**config.mk**
```make
export PLATFORM = sky130hd
export DESIGN_NAME = tristate_remote_switch_encoder_core
export DESIGN_NICKNAME = d
export VERILOG_FILES = /design/src/hw/rtl/trse_pkg.sv /design/src/hw/rtl/trse_csr.sv /design/src/hw/rtl/trse_seq.sv /design/src/hw/rtl/tristate_remote_switch_encoder_core.sv
export SDC_FILE = /design/constraint.sdc
export NUM_CORES = 1
export LEC_CHECK = 0
export BUFFER_PORTS_ARGS = -buffer_cell sky130_fd_sc_hd__buf_2
export CAP_MARGIN = 20
export CELL_PAD_IN_SITES_DETAIL_PLACEMENT = 1
export CELL_PAD_IN_SITES_GLOBAL_PLACEMENT = 2
export CORE_MARGIN = 4
export CORE_UTILIZATION = 39
export DETAILED_ROUTE_END_ITERATION = 10
export PLACE_DENSITY_LB_ADDON = 0.1
export SKIP_LAST_GASP = 1
export SLEW_MARGIN = 20
export SYNTH_ARGS = -nofsm -noshare
export SYNTH_HDL_FRONTEND = slang
export SYNTH_SLANG_ARGS = --single-unit
export TNS_END_PERCENT = 20
```
**constraint.sdc**
```tcl
create_clock -name clock -period 6.9 [get_ports clock]
set_clock_uncertainty 0.1 [all_clocks]
set_input_delay 0.69 -clock clock [delete_from_list [all_inputs] [get_ports clock]]
set_output_delay 0.69 -clock clock [all_outputs]
set_load 0.005 [all_outputs]
```
**src/hw/rtl/trse_pkg.sv**
```systemverilog
// ----------------------------------------------------------------------------
// trse_pkg
// Types, constants and the codeword helper for the tri-state switch encoder.
// ----------------------------------------------------------------------------
package trse_pkg;

   localparam int CODE_W             = 5;
   localparam int SYMBOLS            = 12;
   localparam int SYNC_LOW_UNITS     = 31;
   localparam int LONG_UNITS         = 3;
   localparam int PULSE_TICKS_W      = 16;
   localparam int REPEAT_COUNT_W     = 8;
   localparam int SYM_IDX_W          = 4;
   localparam int UNIT_W             = 5;
   localparam int CSR_INDEX_W        = 1;
   localparam int CSR_DATA_W         = 16;
   localparam int PULSE_TICKS_RESET  = 350;
   localparam int REPEAT_COUNT_RESET = 10;

   typedef enum logic {
      OP_START = 1'b0,
      OP_TICK  = 1'b1
   } trse_op_type;

   typedef enum logic [CSR_INDEX_W-1:0] {
      CSR_PULSE_TICKS  = 1'b0,
      CSR_REPEAT_COUNT = 1'b1
   } trse_csr_index_type;

   typedef struct packed {
      logic              operation;
      logic [CODE_W-1:0] group_code;
      logic [CODE_W-1:0] device_code;
      logic              switch_on;
   } trse_req_type;

   typedef struct packed {
      logic line_level;
      logic busy_res;
      logic accepted;
      logic finished;
   } trse_rsp_type;

   typedef struct packed {
      logic [PULSE_TICKS_W-1:0]  pulse_ticks;
      logic [REPEAT_COUNT_W-1:0] repeat_count;
   } trse_cfg_type;

   // clear switch gives F (1), set switch gives 0
   function automatic logic [SYMBOLS-1:0] make_codeword(
      input logic [CODE_W-1:0] grp,
      input logic [CODE_W-1:0] dev,
      input logic              on
   );
      make_codeword = {~grp, ~dev, ~on, on};
   endfunction

endpackage

```
**src/hw/rtl/trse_csr.sv**
```systemverilog
// ----------------------------------------------------------------------------
// trse_csr
// Configuration registers: pulse unit length and frame repeat count.
// ----------------------------------------------------------------------------
module trse_csr (
   input  logic                                clock,
   input  logic                                reset,
   input  logic                                csr_valid,
   output logic                                csr_ready,
   input  logic [trse_pkg::CSR_INDEX_W-1:0]    csr_index,
   input  logic [trse_pkg::CSR_DATA_W-1:0]     csr_wdata,
   output trse_pkg::trse_cfg_type              cfg
);
   import trse_pkg::*;

   trse_cfg_type cfg_ff;
   trse_cfg_type cfg_in;

   assign csr_ready = 1'b1;
   assign cfg       = cfg_ff;

   always_comb begin
      cfg_in = cfg_ff;
      if (csr_valid) begin
         case (trse_csr_index_type'(csr_index))
            CSR_PULSE_TICKS: begin
               cfg_in.pulse_ticks = csr_wdata[PULSE_TICKS_W-1:0];
            end
            CSR_REPEAT_COUNT: begin
               cfg_in.repeat_count = csr_wdata[REPEAT_COUNT_W-1:0];
            end
            default: begin
               cfg_in = cfg_ff;
            end
         endcase
      end
   end

   always_ff @(posedge clock) begin
      if (reset) begin
         cfg_ff.pulse_ticks  <= PULSE_TICKS_W'(PULSE_TICKS_RESET);
         cfg_ff.repeat_count <= REPEAT_COUNT_W'(REPEAT_COUNT_RESET);
      end else begin
         cfg_ff <= cfg_in;
      end
   end

endmodule

```
**src/hw/rtl/trse_seq.sv**
```systemverilog
// ----------------------------------------------------------------------------
// trse_seq
// Transmit sequencer: codeword, symbol, phase, unit and tick counters; one
// beat per clock, while step is held high, advances the state and forms the result.
// ----------------------------------------------------------------------------
module trse_seq (
   input  logic                    clock,
   input  logic                    reset,
   input  logic                    step,
   input  trse_pkg::trse_req_type  req,
   input  trse_pkg::trse_cfg_type  cfg,
   output trse_pkg::trse_rsp_type  rsp
);
   import trse_pkg::*;

   logic [SYMBOLS-1:0]        codeword_ff,     codeword_in;
   logic [REPEAT_COUNT_W-1:0] repeats_left_ff, repeats_left_in;
   logic [SYM_IDX_W-1:0]      symbol_index_ff, symbol_index_in;
   logic                      half_symbol_ff,  half_symbol_in;
   logic                      in_sync_ff,      in_sync_in;
   logic                      high_phase_ff,   high_phase_in;
   logic [UNIT_W-1:0]         unit_count_ff,   unit_count_in;
   logic [PULSE_TICKS_W-1:0]  tick_count_ff,   tick_count_in;
   logic                      active_ff,       active_in;

   logic [PULSE_TICKS_W-1:0]  pt;
   logic [PULSE_TICKS_W-1:0]  tick_inc;
   logic [UNIT_W-1:0]         unit_inc;
   logic [UNIT_W-1:0]         units;
   logic [SYM_IDX_W-1:0]      bit_sel;
   logic [SYM_IDX_W-1:0]      sym_inc;
   logic                      is_f;

   always_comb begin
      pt       = (cfg.pulse_ticks == '0) ? PULSE_TICKS_W'(1) : cfg.pulse_ticks;
      tick_inc = tick_count_ff + PULSE_TICKS_W'(1);
      unit_inc = unit_count_ff + UNIT_W'(1);
      sym_inc  = symbol_index_ff + SYM_IDX_W'(1);
      bit_sel  = SYM_IDX_W'(SYMBOLS - 1) - symbol_index_ff;
      is_f     = (symbol_index_ff < SYM_IDX_W'(SYMBOLS)) ? codeword_ff[bit_sel] : 1'b0;
      if (in_sync_ff) begin
         units = high_phase_ff ? UNIT_W'(1) : UNIT_W'(SYNC_LOW_UNITS);
      end else if (is_f && half_symbol_ff) begin
         units = high_phase_ff ? UNIT_W'(LONG_UNITS) : UNIT_W'(1);
      end else begin
         units = high_phase_ff ? UNIT_W'(1) : UNIT_W'(LONG_UNITS);
      end
   end

   always_comb begin
      codeword_in     = codeword_ff;
      repeats_left_in = repeats_left_ff;
      symbol_index_in = symbol_index_ff;
      half_symbol_in  = half_symbol_ff;
      in_sync_in      = in_sync_ff;
      high_phase_in   = high_phase_ff;
      unit_count_in   = unit_count_ff;
      tick_count_in   = tick_count_ff;
      active_in       = active_ff;
      rsp             = '0;

      if (step) begin
         if (trse_op_type'(req.operation) == OP_START) begin
            if (!active_ff) begin
               codeword_in     = make_codeword(req.group_code, req.device_code,
                                               req.switch_on);
               repeats_left_in = (cfg.repeat_count == '0) ? REPEAT_COUNT_W'(1)
                                                          : cfg.repeat_count;
               symbol_index_in = '0;
               half_symbol_in  = 1'b0;
               in_sync_in      = 1'b0;
               high_phase_in   = 1'b1;
               unit_count_in   = '0;
               tick_count_in   = '0;
               active_in       = 1'b1;
               rsp.accepted    = 1'b1;
            end
         end else if (active_ff) begin
            rsp.line_level = high_phase_ff;
            tick_count_in  = tick_inc;
            if (tick_inc == '0 || tick_inc >= pt) begin
               tick_count_in = '0;
               unit_count_in = unit_inc;
               if (unit_inc == '0 || unit_inc >= units) begin
                  unit_count_in = '0;
                  if (high_phase_ff) begin
                     high_phase_in = 1'b0;
                  end else begin
                     high_phase_in = 1'b1;
                     if (in_sync_ff) begin
                        in_sync_in      = 1'b0;
                        symbol_index_in = '0;
                        half_symbol_in  = 1'b0;
                        repeats_left_in = repeats_left_ff - REPEAT_COUNT_W'(1);
                        if (repeats_left_in == '0) begin
                           active_in     = 1'b0;
                           high_phase_in = 1'b0;
                           rsp.finished  = 1'b1;
                        end
                     end else if (!half_symbol_ff) begin
                        half_symbol_in = 1'b1;
                     end else begin
                        half_symbol_in  = 1'b0;
                        symbol_index_in = sym_inc;
                        if (sym_inc >= SYM_IDX_W'(SYMBOLS)) begin
                           symbol_index_in = '0;
                           in_sync_in      = 1'b1;
                        end
                     end
                  end
               end
            end
         end
      end
      rsp.busy_res = active_in;
   end

   always_ff @(posedge clock) begin
      if (reset) begin
         codeword_ff     <= '0;
         repeats_left_ff <= '0;
         symbol_index_ff <= '0;
         half_symbol_ff  <= 1'b0;
         in_sync_ff      <= 1'b0;
         high_phase_ff   <= 1'b0;
         unit_count_ff   <= '0;
         tick_count_ff   <= '0;
         active_ff       <= 1'b0;
      end else begin
         codeword_ff     <= codeword_in;
         repeats_left_ff <= repeats_left_in;
         symbol_index_ff <= symbol_index_in;
         half_symbol_ff  <= half_symbol_in;
         in_sync_ff      <= in_sync_in;
         high_phase_ff   <= high_phase_in;
         unit_count_ff   <= unit_count_in;
         tick_count_ff   <= tick_count_in;
         active_ff       <= active_in;
      end
   end

   a_idle_quiet: assert property (@(posedge clock) disable iff (reset)
      !active_ff |-> (!high_phase_ff && !in_sync_ff))
      else $error("idle with phase or sync flag set");

   a_symbol_range: assert property (@(posedge clock) disable iff (reset)
      symbol_index_ff < SYM_IDX_W'(SYMBOLS))
      else $error("symbol index past codeword");

   a_sync_index: assert property (@(posedge clock) disable iff (reset)
      in_sync_ff |-> (symbol_index_ff == '0 && !half_symbol_ff))
      else $error("sync with symbol position not cleared");

   a_unit_range: assert property (@(posedge clock) disable iff (reset)
      unit_count_ff < UNIT_W'(SYNC_LOW_UNITS))
      else $error("unit count past longest phase");

   a_finish_idle: assert property (@(posedge clock) disable iff (reset)
      rsp.finished |=> !active_ff)
      else $error("still active after finish");

endmodule

```
**src/hw/rtl/tristate_remote_switch_encoder_core.sv**
```systemverilog
// ----------------------------------------------------------------------------
// tristate_remote_switch_encoder_core
// Tri-state on-off keyed remote switch encoder with valid/ready channels.
// ----------------------------------------------------------------------------
// response: registered, valid in the cycle after the request beat
// throughput: one beat per clock while the response is taken, set by the single sequencer update
// the response register frees in the same cycle it is taken
// reset: synchronous, clears the sequencer to idle and loads
//        pulse_ticks 350 and repeat_count 10
module tristate_remote_switch_encoder_core (
   input  logic                              clock,
   input  logic                              reset,
   input  logic                              req_valid,
   output logic                              req_ready,
   input  trse_pkg::trse_req_type            req_data,
   output logic                              rsp_valid,
   input  logic                              rsp_ready,
   output trse_pkg::trse_rsp_type            rsp_data,
   input  logic                              csr_valid,
   output logic                              csr_ready,
   input  logic [trse_pkg::CSR_INDEX_W-1:0]  csr_index,
   input  logic [trse_pkg::CSR_DATA_W-1:0]   csr_wdata
);
   import trse_pkg::*;

   trse_cfg_type cfg;
   trse_rsp_type step_rsp;
   trse_rsp_type rsp_data_ff;
   logic         rsp_valid_ff, rsp_valid_in;
   logic         step;

   assign req_ready    = !rsp_valid_ff || rsp_ready;
   assign step         = req_valid && req_ready;
   assign rsp_valid_in = step || (rsp_valid_ff && !rsp_ready);
   assign rsp_valid    = rsp_valid_ff;
   assign rsp_data     = rsp_data_ff;

   trse_csr u_csr (
      .clock     (clock),
      .reset     (reset),
      .csr_valid (csr_valid),
      .csr_ready (csr_ready),
      .csr_index (csr_index),
      .csr_wdata (csr_wdata),
      .cfg       (cfg)
   );

   trse_seq u_seq (
      .clock (clock),
      .reset (reset),
      .step  (step),
      .req   (req_data),
      .cfg   (cfg),
      .rsp   (step_rsp)
   );

   always_ff @(posedge clock) begin
      if (reset) begin
         rsp_valid_ff <= 1'b0;
      end else begin
         rsp_valid_ff <= rsp_valid_in;
      end
   end

   always_ff @(posedge clock) begin
      if (step) begin
         rsp_data_ff <= step_rsp;
      end
   end

endmodule
```
### Word level (Yosys, flattened, before mapping)

Index checks and enable logic that the tools add are counted.

* flip-flop bits (word level): 78
* input port bits: 34
* word-level logic and storage cells: 134

* add/subtract/negate cells: 5
* $lt $le $gt $ge: 5
* eq/ne operators: 7
* multiplexer cells: 67
* bitwise gates (word level): 9
* reductions and logical operators: 25

Operator list (count)
* $mux W16: 5
* $mux W8: 8
* $mux W5: 8
* $mux W4: 9
* $mux W1: 34
* $logic_not A16 Y1: 2
* $add A16 B1 Y16 const B: 1
* $ge A16 B16 Y1: 1
* $logic_not A8 Y1: 2
* $reduce_and A7 Y1: 2
* $not A5 Y5: 2
* $ne A2 B2 Y1 const B: 4
* $sub A8 B1 Y8 const B: 1
* $not A1 Y1: 7
* $reduce_and A2 Y1: 3
* $reduce_and A3 Y1: 2
* $reduce_and A6 Y1: 1
* $reduce_or A6 Y1: 1
* $add A5 B1 Y5 const B: 1
* $ge A5 B5 Y1: 1
* $logic_not A5 Y1: 1
* $lt A4 B5 Y1 const B: 1
* $reduce_and A5 Y1: 1
* $add A4 B1 Y4 const B: 1
* 11 further kinds: 19

### Depth between registers and ports, before layout

Gate-level depths: netlist of run 1.

* word-level depth: 14
* gate-level depth with buffers: 15

### Modules after synthesis

A second synthesis of run 1 with hierarchy kept.

* cell total of the unflattened synthesis: 536
* area total of the unflattened synthesis: 4626.9 um2

Modules (own cells, without submodules)
* trse_seq: instances 1, cells an instance 423, area each 3433.3 um2, sequential area each 980.9 um2
* trse_csr: instances 1, cells an instance 104, area each 1018.5 um2, sequential area each 480.5 um2
* tristate_remote_switch_encoder_core: instances 1, cells an instance 9, area each 175.2 um2, sequential area each 140.1 um2

### Least setup slack after synthesis of run 1

OpenSTA, ideal clock, no wires.

* path type: reg2reg
* from: register u_seq.symbol_index_ff[0]
* to: register u_seq.repeats_left_ff[3]
* setup time: 0.071 ns
* arrival: 3.436 ns
* slack: 3.293 ns
* cell stages (with the launch flop): 16
* path buffers: 1
* clock period less this slack: 3.607 ns
* cells stage by stage: dfxtp_1 > mux4_2 > mux2i_1 > o21ai_0 > nand3_1 > xnor2_1 > ha_1 > nand3b_1 > nand2_1 > a311oi_1 > or4b_2 > nor4_1 > nor3_1 > clkbuf_1 > o21ai_0 > a21oi_1

* word-level cells in the longest chain between the ends: 11
* elaborated cells on any way between the ends: 12
* classes of those cells: add/sub: 1; order compare: 2; eq/ne: 1; mux: 5; reduce/logical: 3

Ends and longest elaborated chain
* from (decl): RTL line trse_seq.sv:18 `logic [SYM_IDX_W-1:0] symbol_index_ff, symbol_index_in;`
* from (signal assigned): RTL line trse_seq.sv:132 `symbol_index_ff <= symbol_index_in;`
* $sub A4 B4 Y4: RTL line trse_seq.sv:39 `bit_sel = SYM_IDX_W'(SYMBOLS - 1) - symbol_index_ff;`
* $bmux W1 S4: RTL line trse_seq.sv:40 `is_f = (symbol_index_ff < SYM_IDX_W'(SYMBOLS)) ? codeword_ff[bit_sel] : 1'b0;`
* $mux W1 (implied by the code): RTL line trse_seq.sv:40
* $mux W1 *: RTL line trse_seq.sv:40
* $logic_and A1 B1 Y1 *: RTL line trse_seq.sv:43 `end else if (is_f && half_symbol_ff) begin`
* $mux W5 *: RTL line trse_seq.sv:43
* $mux W5 *: RTL line trse_seq.sv:41 `if (in_sync_ff) begin`
* $ge A5 B5 Y1 *: RTL line trse_seq.sv:84 `if (unit_inc == '0 || unit_inc >= units) begin`
* $logic_or A1 B1 Y1 *: RTL line trse_seq.sv:84
* $ne A2 B2 Y1 (no line) *
* $reduce_and A7 Y1 (no line) *
* to (signal assigned): RTL line trse_seq.sv:131 `repeats_left_ff <= repeats_left_in;`
* to (decl): RTL line trse_seq.sv:17 `logic [REPEAT_COUNT_W-1:0] repeats_left_ff, repeats_left_in;`

Every way passes the cells marked *; elsewhere a longest branch is shown, timed or not. The select of a mux whose other input is x is not followed.
A chain may end at the register's enable or synchronous reset.

### Worst setup path after layout of run 1

* from: register u_seq.tick_count_ff[2]
* to: register u_seq.in_sync_ff

* word-level cells in the longest chain between the ends: 5
* elaborated cells on any way between the ends: 6
* classes of those cells: add/sub: 1; order compare: 1; eq/ne: 1; reduce/logical: 3

Ends and longest elaborated chain
* from (decl): RTL line trse_seq.sv:23 `logic [PULSE_TICKS_W-1:0] tick_count_ff, tick_count_in;`
* from (signal assigned): RTL line trse_seq.sv:137 `tick_count_ff <= tick_count_in;`
* $add A16 B1 Y16 *: RTL line trse_seq.sv:36 `tick_inc = tick_count_ff + PULSE_TICKS_W'(1);`
* $ge A16 B16 Y1 / $logic_not A16 Y1 (equally long branches): RTL line trse_seq.sv:81 `if (tick_inc == '0 || tick_inc >= pt) begin`
* $logic_or A1 B1 Y1 *: RTL line trse_seq.sv:81
* $ne A2 B2 Y1 (no line) *
* $reduce_and A6 Y1 (no line) *
* to (signal assigned): RTL line trse_seq.sv:134 `in_sync_ff <= in_sync_in;`
* to (decl): RTL line trse_seq.sv:20 `logic in_sync_ff, in_sync_in;`

Every way passes the cells marked *; elsewhere a longest branch is shown, timed or not.

==> run metrics, run 1 <==
# diodes 0; max_cap viols 0; P per Cell Area 215 nW/um^2; vias in the first global route 4078; HP Class flip-flop to flip-flop; Clock Path Buffers 2; Nets 640; fmax 232 MHz; GRT overflow 0; post-synth cell types 56; share of layout cells above drive strength 1 14.1%; crit path DAT 4500 ps; largest net degree at the start of global routing 61; CTS Root Cell clkbuf_16; area fraction of the dominant cell type after synthesis 32.8%; CTS tree built; Post-synth ARST share 0%; Worst Setup SP u_seq.tick_count_ff[2]; Synth Area per Inst 8.17 um^2; synthesis warning total 0; GPL Wtd Cong 0.796; Clock Latency Late Sink 350 ps; Most common cell on crit path nand2_1; Setup TNS 0 ps; CTS Buf Count 9; HP Start u_csr.cfg[0]; # DRC 0; PnR worst setup slack 2580 ps; Antenna Nets Post-Route 0; final hold violations 0; Syn-to-layout area delta 12.2%; RSZ-0062 raised after global routing false; Post-CTS Setup Inserts 0; EDFF count, synth 4; Crit path largest cell delay 720 ps; drt pass-1 iters 4; VDD IR-drop max 0.000158 V; FF+latch count, synth 78; Synth Area in XOR/XNOR under 10%; Max Fanout on Critical Path 11; antenna violations before repair 0; slowest CP cell o31ai_2; Die Wd 116 um; Die Ht 116 um; Yosys top cell by area dfxtp_1; Slew Limit Headroom between 40 and 50%; worst path required time around 7000 ps; minimum clock period 4320 ps; final setup fails 0; drt via density ~5.5; CTS resizes 0; CP endpoint kind flip-flop; Rows 39; Starting Density 39.7%; H-Tree Depth 3; netlist area before placement 4520 um^2; Synth Instances 553; status finished, final reports clean; static leakage 2.06 nW; # clock sinks between 70 and 80; top_reg_cell synth dfxtp_1; Worst setup SP type flip-flop; max-slew violation count 0; core box area 11400 um^2; GRT Util Overall roughly a fifth; combinational family with the most area after synthesis simple AND/OR/NAND/NOR gates; Post-Syn Nets around 600; Place WS roughly 2600 ps; mux cell area share after synthesis 3.74%; Worst R2R Start u_seq.tick_count_ff[2]; CTS clock-pin slew for the worst setup and hold paths 60 ps; HPWL after DPL 8660 um; Routed WL 11800 um; Ports 41; drt wl/cell 16.3 um; global-route wire length before repair between 20000 and 25000 um; Slew @ Worst Pin 845 ps; Synth Area in Adders roughly 8.6%; Die ar. roughly 13000 um^2; Final Power 1.09 mW; I/O Buffers 39; CTS hold repair buffers 0; fin crit share 62.6%; simple-gate share of the synthesized area 23.0%; Setup Crit Path Kind flip-flop to flip-flop; DR iter-0 viols 146; sequence of cells on the critical path nand4_1 > nor3_1 > xor2_1 > ha_1 > a21oi_1 > o21a_1 > nand2_1 > o21ai_0 > nand2_1 > o31ai_2 > a21o_1 > mux2i_1; via count 3958; synth top area cells dfxtp_1 (33%), ha_1 (8.6%), nand2_1 (6.0%), a21oi_1 (5.0%), nor2_1 (4.2%); Seq/Total Area, Yosys 35.5%; complex-gate fraction of the synthesized area 18.3%
==> cell usage in the layout (no fill, tap or decap), types with 3 or more instances in the layout <==
| cell | count |
|---|---|
| or2_2 | 7 |
| a21oi_1 | 45 |
| or3_1 | 5 |
| clkbuf_16 | 9 |
| edfxtp_1 | 4 |
| a21o_1 | 4 |
| inv_6 | 3 |
| a22oi_1 | 13 |
| o21ai_0 | 10 |
| and2_1 | 6 |
| buf_4 | 4 |
| mux2i_1 | 9 |
| a311oi_1 | 5 |
| xor2_1 | 11 |
| buf_2 | 39 |
| nor2_1 | 50 |
| mux4_2 | 3 |
| nor2b_1 | 3 |
| nor4_1 | 12 |
| nor3_1 | 19 |
| inv_1 | 31 |
| a211oi_1 | 12 |
| nand2_1 | 72 |
| a211o_1 | 4 |
| nand4_1 | 6 |
| o211ai_1 | 8 |
| xnor2_1 | 15 |
| dfxtp_1 | 74 |
| a31o_2 | 5 |
| nand3_1 | 15 |
| nand2b_1 | 11 |
| a31oi_1 | 3 |
| ha_1 | 31 |
==> path summary, 6_finish.rpt <==
check | end | slack (ps) | cells past startpoint
worst max-delay path | u_seq.in_sync_ff | 2580 | 12
worst min-delay path | u_csr.cfg[0] | 370 | 2
worst max register to register | u_seq.in_sync_ff | 2580 | 12
worst min register to register | u_csr.cfg[0] | 370 | 2
==> cell type report <==
cell class,count,area (um^2)
tap,143,179
inverter,31,116
timing repair buffer,43,225
multi-input combinational,412,2650
clock inverter,6,51.3
clock buffer,10,239
fill,1388,6300
sequential,78,1600
==> routing by layer <==
layer	track usage, %	vias to the layer above	share of wire (%)
li1	-	2000	-
met1	26.2	1891	50
met2	29.5	53	45
met3	3.45	14	3.5
met4	6.73	0	1.6
met5	0	-	0
==> cells by family (layout without fill, tap and decap cells) <==
group | count (synthesis) | in the layout
buf+inv | 63 | 90
fa+ha+maj | 31 | 31
simple gates | 218 | 218
other cells | 1 | 1
xor+xnor | 26 | 26
mux | 13 | 13
flops | 78 | 78
compound gates | 123 | 123
==> Yosys cell counts (3+ instances only) <==
cell type / count
buf_1: 4
a211oi_1: 12
a21o_1: 4
a311oi_1: 5
o21ai_0: 10
mux2i_1: 9
or2_2: 7
inv_1: 31
ha_1: 31
nand3_1: 15
a31oi_1: 3
nor2b_1: 3
a211o_1: 4
and2_1: 6
a31o_2: 5
o211ai_1: 8
nand2b_1: 11
xnor2_1: 15
or3_1: 5
nor2_1: 50
nor4_1: 12
edfxtp_1: 4
nand2_1: 72
mux4_2: 3
a21oi_1: 45
a22oi_1: 13
xor2_1: 11
dfxtp_1: 74
clkbuf_1: 20
nand4_1: 6
buf_4: 6
nor3_1: 19
==> where the power goes <==
| group | switching, mW | total [mW] | internal, mW |
|---|---|---|---|
| clock | 0.211 | 0.469 | 0.259 |
| sequential | 0.0178 | 0.492 | 0.474 |
| combinational | 0.0776 | 0.128 | 0.0503 |
==> metrics by stage <==
stage,hold WS (ps),utilization (%),cell area (um^2),instances
after floorplan,336,-,4520,553
after global placement,358,42.0,4780,707
after detailed placement,362,42.0,4780,707
after CTS,371,44.6,5070,723
after global routing,398,44.6,5070,723
final,367,44.6,5070,723
==> critical path, delay by kind of cell, from the launching register on <==
kind,cells,cell delay [ps]
compound gates,5,1680
xor+xnor,1,250
fa+ha+maj,1,290
flops,1,530
mux,1,190
simple gates,4,1200
==> flip-flops by register name, indices dropped and copies added (netlist names) <==
register and cells:
u_csr.cfg 24, u_seq.tick_count_ff 16, u_seq.codeword_ff 12, u_seq.repeats_left_ff 8, u_seq.unit_count_ff 5, rsp_data 4, u_seq.symbol_index_ff 4, rsp_valid 1
u_seq.active_ff 1, u_seq.half_symbol_ff 1, u_seq.high_phase_ff 1, u_seq.in_sync_ff 1
Note: power is estimated with default switching activity, not from simulation.
==> inputs of run 2 (changes only) <==
CORE_UTILIZATION = 36   (was 39)
clock period = 4.2 ns   (was 6.9 ns; I/O delays follow)
==> run 2 against run 1 <==
Core utilization down 1.9 points; total power up 66%; design area grew 2.5%; highest routed layer unchanged; sequential share of layout area down 0.76 points; routed wire length is 3.4% higher; hold slack got worse by 220 ps; sequential power rose by 64%; largest power group unchanged; fmax rose by 13%; via count increased by 2.1%; worst setup slack lost 2200 ps.
==> run metrics, run 2 (synthesis results as in run 1) <==
max_cap viols 0; placed cell count 744; CTS Buf Count 9; status finished, final reports clean; wl on met1 6060 um; # clock sinks slightly below 80; crit path DAT 3980 ps; DR iter-0 viols 122; # diodes 0; GRT Util Overall 17.8%; Sw Share 27.4%; sequence of cells on the critical path nand4_1 > nor3_1 > xor2_1 > ha_1 > a21oi_1 > o21a_1 > nand2_1 > o21ai_0 > nand2_1 > nor3_1 > buf_4 > o21ai_0 > a311oi_1; CTS Root Cell clkbuf_16; Nets about 650; critical path's top delay family simple AND/OR/NAND/NOR gates; Post-Layout Cell Count 760; drt wl/cell 16.1 um; Setup Crit Path Kind flip-flop to flip-flop; H-Tree Depth 3; Largest register FFs 24; HP Class input pin to flip-flop; P per Cell Area 347 nW/um^2; met2 wire len 5560 um; Clock Latency Late Sink ~350 ps; GRT overflow 0; GPL Wtd Cong 0.808; HPWL after DPL slightly above 9000 um; drt pass-1 iters 4; Routed WL 12200 um; # DRC 0; Logic pwr share 12.3%; worst path required time 4350 ps; fin crit share 91.0%; Die Ht 120 um; Setup TNS 0 ps; CTS clock-pin slew for the worst setup and hold paths 60 ps; slowest CP cell o21ai_0; final hold violations 0; vias in the first global route 4051; largest net degree at the start of global routing 45; minimum clock period 3820 ps; core box area 12200 um^2; Die ar. 14400 um^2; VDD IR-drop max roughly 0.00024 V; top layer in use met4; CTS resizes 0; CTS tree built; antenna violations before repair 0; sequential power share 44.7%; leading cell type in the layout, fill and taps excluded dfxtp_1; Slew @ Worst Pin 773 ps; Slew Limit Headroom between 40% and 50%; Max Fanout on Critical Path 13; Die Wd 120 um; via count 4042; Starting Density 37.1%; RSZ-0062 raised after global routing false; drt via density between 5 and 6; Ports between 40 and 50; buffer and inverter count on the worst path 1; fmax 262 MHz; Crit path largest cell delay roughly 500 ps; global-route wire length before repair 20700 um; Worst setup SP type flip-flop; Antenna Nets Post-Route 0; WHS 143 ps; CP endpoint kind flip-flop; Clock Path Buffers 2; metal3 WL 418 um; Int Power 1.31 mW; share of layout cells above drive strength 1 15.7%; Rows 40; Syn-to-layout area delta 14.9%; CTS hold repair buffers 0; final setup fails 0; commonest cells after routing, fill and taps aside dfxtp_1 (74), nand2_1 (72), nor2_1 (50); Clk pwr share a little over two fifths; Post-CTS Setup Inserts 0; static leakage 2.13 nW; max-slew violation count 0; P_sw 493 uW; I/O Buffers 39
==> run 2: cell count changes in the layout (fill, tap and decap cells not counted) <==
cell	before	now
buf_4	4	16
clkbuf_1	0	1
clkbuf_16	9	10
clkbuf_8	1	0
clkinv_2	0	1
clkinvlp_4	1	0
inv_6	3	2
==> run 2: per-layer routing <==
| layer | track usage (%) | vias to the layer above |
|---|---|---|
| met5 | 0 | - |
| met4 | 5.58 | 0 |
| met3 | 3.77 | 13 |
| met2 | 28.0 | 51 |
| met1 | 24.5 | 1957 |
| li1 | - | 2021 |
==> run 2: per-stage QoR <==
| step | utilization [%] | power, mW | setup WS (ps) | area (um^2) |
|---|---|---|---|---|
| after global routing | 42.7 | 1.89 | 19.2 | 5190 |
| after floorplan | - | 0.963 | 593 | 4520 |
| final | 42.7 | 1.80 | 376 | 5190 |
| after CTS | 42.7 | 1.83 | 397 | 5190 |
| after global placement | 40.3 | 1.04 | 502 | 4900 |
| after detailed placement | 40.3 | 1.05 | 408 | 4900 |
==> run 2: final timing paths <==
check | slack, ps | depth (start not counted) | to | start
worst min-delay path | 140 | 2 | u_seq.codeword_ff[8] | req_data[7]
worst min register to register | 360 | 2 | u_csr.cfg[8] | u_csr.cfg[8]
worst max-delay path | 380 | 13 | u_seq.tick_count_ff[5] | u_seq.tick_count_ff[5]
worst max register to register | 380 | 13 | u_seq.tick_count_ff[5] | u_seq.tick_count_ff[5]
==> run 2: cell type report <==
class | count | area (um^2)
multi-input combinational | 412 | 2650
timing repair buffer | 55 | 315
tap | 168 | 210
inverter | 31 | 116
fill | 1499 | 6970
clock buffer | 11 | 254
sequential | 78 | 1600
clock inverter | 5 | 40.0
==> run 2: power by group through the flow <==
stage / combinational [mW] / sequential, mW / clock, mW
finish: 0.222 / 0.807 / 0.775
global route: 0.250 / 0.812 / 0.826
CTS: 0.224 / 0.807 / 0.800
detailed placement: 0.223 / 0.824 / 0
global placement: 0.214 / 0.823 / 0
floorplan: 0.148 / 0.815 / 0
==> inputs of run 3 (changes only) <==
CORE_MARGIN = 1.5   (was 4)
==> run 3 against run 2 <==
Total power is 0.40% higher; core utilization is 0.17 points higher; non-clock buffer count stayed put; design area hardly changed.
==> run metrics, run 3 (synthesis results as in run 1) <==
status finished, final reports clean; global-route wire length before repair 20300 um; filler cell count in the final layout 1516; area of the multi-input gates 2650 um^2; Final Core Density 42.9%; HP Class input pin to flip-flop; Logic pwr share 12.2%; CP endpoint kind flip-flop; commonest cells after routing, fill and taps aside dfxtp_1 (74), nand2_1 (72), nor2_1 (50); Die Ht 115 um; DR iter-0 viols between 100 and 150; # diodes 0; leading cell type in the layout, fill and taps excluded dfxtp_1; core box area 12100 um^2; reg2reg path depth 15; via count 3989; Int Power 1.33 mW; max_cap viols 0; GPL Wtd Cong 0.781; Hold Crit Depth 2; placed cell count 744; RSZ-0062 raised after global routing false; Syn-to-layout area delta 14.9%; Clock Path Buffers 2; antenna violations before repair 0; minimum clock period 3780 ps; I/O Buffers 39; Sw Share 26.5%; Final Cell Area approximately 5200 um^2; VDD IR-drop max 0.000131 V; worst path required time 4380 ps; sequential power share 44.6%; fmax 265 MHz; CTS clock-pin slew for the worst setup and hold paths 60 ps; CTS resizes 0; drt wl/cell approximately 16 um; Antenna Nets Post-Route 0; max-slew violation count 0; Worst setup SP type flip-flop; Slew Limit Headroom between 40% and 50%; Largest register FFs 24; CTS tree built; Max Fanout on Critical Path 16; final hold violations 0; fin crit share 90.0%; Place WS 406 ps; P per Cell Area 349 nW/um^2; PnR worst setup slack 420 ps; drt pass-1 iters 4; # clock sinks between 70 and 80; Nets 652; largest net degree at the start of global routing 46; Worst Setup SP u_seq.symbol_index_ff[0]; Die ar. ~13000 um^2; # DRC 0; Clk pwr share 43.2%; CTS Root Cell clkbuf_16; HP Start req_data[8]; share of layout cells above drive strength 1 15.5%; GRT Util Overall roughly a fifth; crit path DAT between 3000 and 4000 ps; vias in the first global route 4007; Rows 40; Placed Area 4900 um^2; GRT overflow 0; Starting Density a little under two fifths; P_sw approximately 480 uW; Ports 41; Clock Latency Late Sink 350 ps; static leakage 2.12 nW; final setup fails 0; Slew @ Worst Pin between 700 and 800 ps; Routed WL 12100 um; CTS hold repair buffers 0; Post-CTS Setup Inserts 0; Setup TNS 0 ps; Setup Crit Path Kind flip-flop to flip-flop; HPWL after DPL between 9000 and 10000 um; CTS Buf Count 9; register area between 1500 and 2000 um^2; Die Wd 115 um; H-Tree Depth 3; drt via density 5.25; Worst R2R Start u_seq.symbol_index_ff[0]; Post-Layout Cell Count 760
[run 3: cell count changes in the layout (fill, tap and decap cells not counted)]
cell | before | now
inv_6 | 2 | 0
clkinvlp_4 | 0 | 1
bufinv_16 | 0 | 1
clkbuf_16 | 10 | 9
clkbuf_1 | 1 | 2
[run 3: area by class of cell]
class / count / share of cell area (%)
clock buffers: 11 / 4.48
clock inverters: 5 / 1.16
inverters: 31 / 2.24
multi-input cells: 412 / 51.1
flip-flops and latches: 78 / 30.9
well taps: 168 / 4.05
repair buffers: 55 / 6.08
[run 3: metal layers]
layer,up-vias,wire length (um),part of all wire [%],GRT usage (%)
li1,2020,-,-,-
met1,1915,6280,52,27.1
met2,43,5410,45,31.5
met3,11,234,1.9,2.90
met4,0,209,1.7,7.65
met5,-,0,0,0
[run 3: worst max-delay path, stage by stage (launching register included)]
cell and delay (ps):
dfxtp_1 490, mux4_2 540, mux2i_1 140, o21ai_0 90
nand3_1 110, xnor2_1 70, ha_1 280, nand3b_1 70
nand2_1 90, a311oi_1 130, or4b_2 670, nor4_1 210
nor3_1 100, buf_4 190, or2_2 300, a21oi_1 130
[run 3: path summary, 6_finish.rpt]
path / end / slack (ps)
max: u_seq.repeats_left_ff[7] / 420
min: u_seq.codeword_ff[9] / 150
max reg2reg: u_seq.repeats_left_ff[7] / 420
min reg2reg: u_csr.cfg[0] / 370
[run 3: metrics by stage]
stage	power, mW	hold slack, ps
floorplan	0.963	336
global placement	1.04	350
detailed placement	1.05	361
CTS	1.84	135
global route	1.89	150
finish	1.81	150
[run 3: power by group through the flow]
stage	Sequential (mW)	Combinational (mW)	Clock (mW)
after floorplan	0.815	0.148	0
after global placement	0.824	0.215	0
after detailed placement	0.825	0.224	0
after CTS	0.808	0.225	0.804
after global routing	0.813	0.251	0.829
final	0.808	0.221	0.782
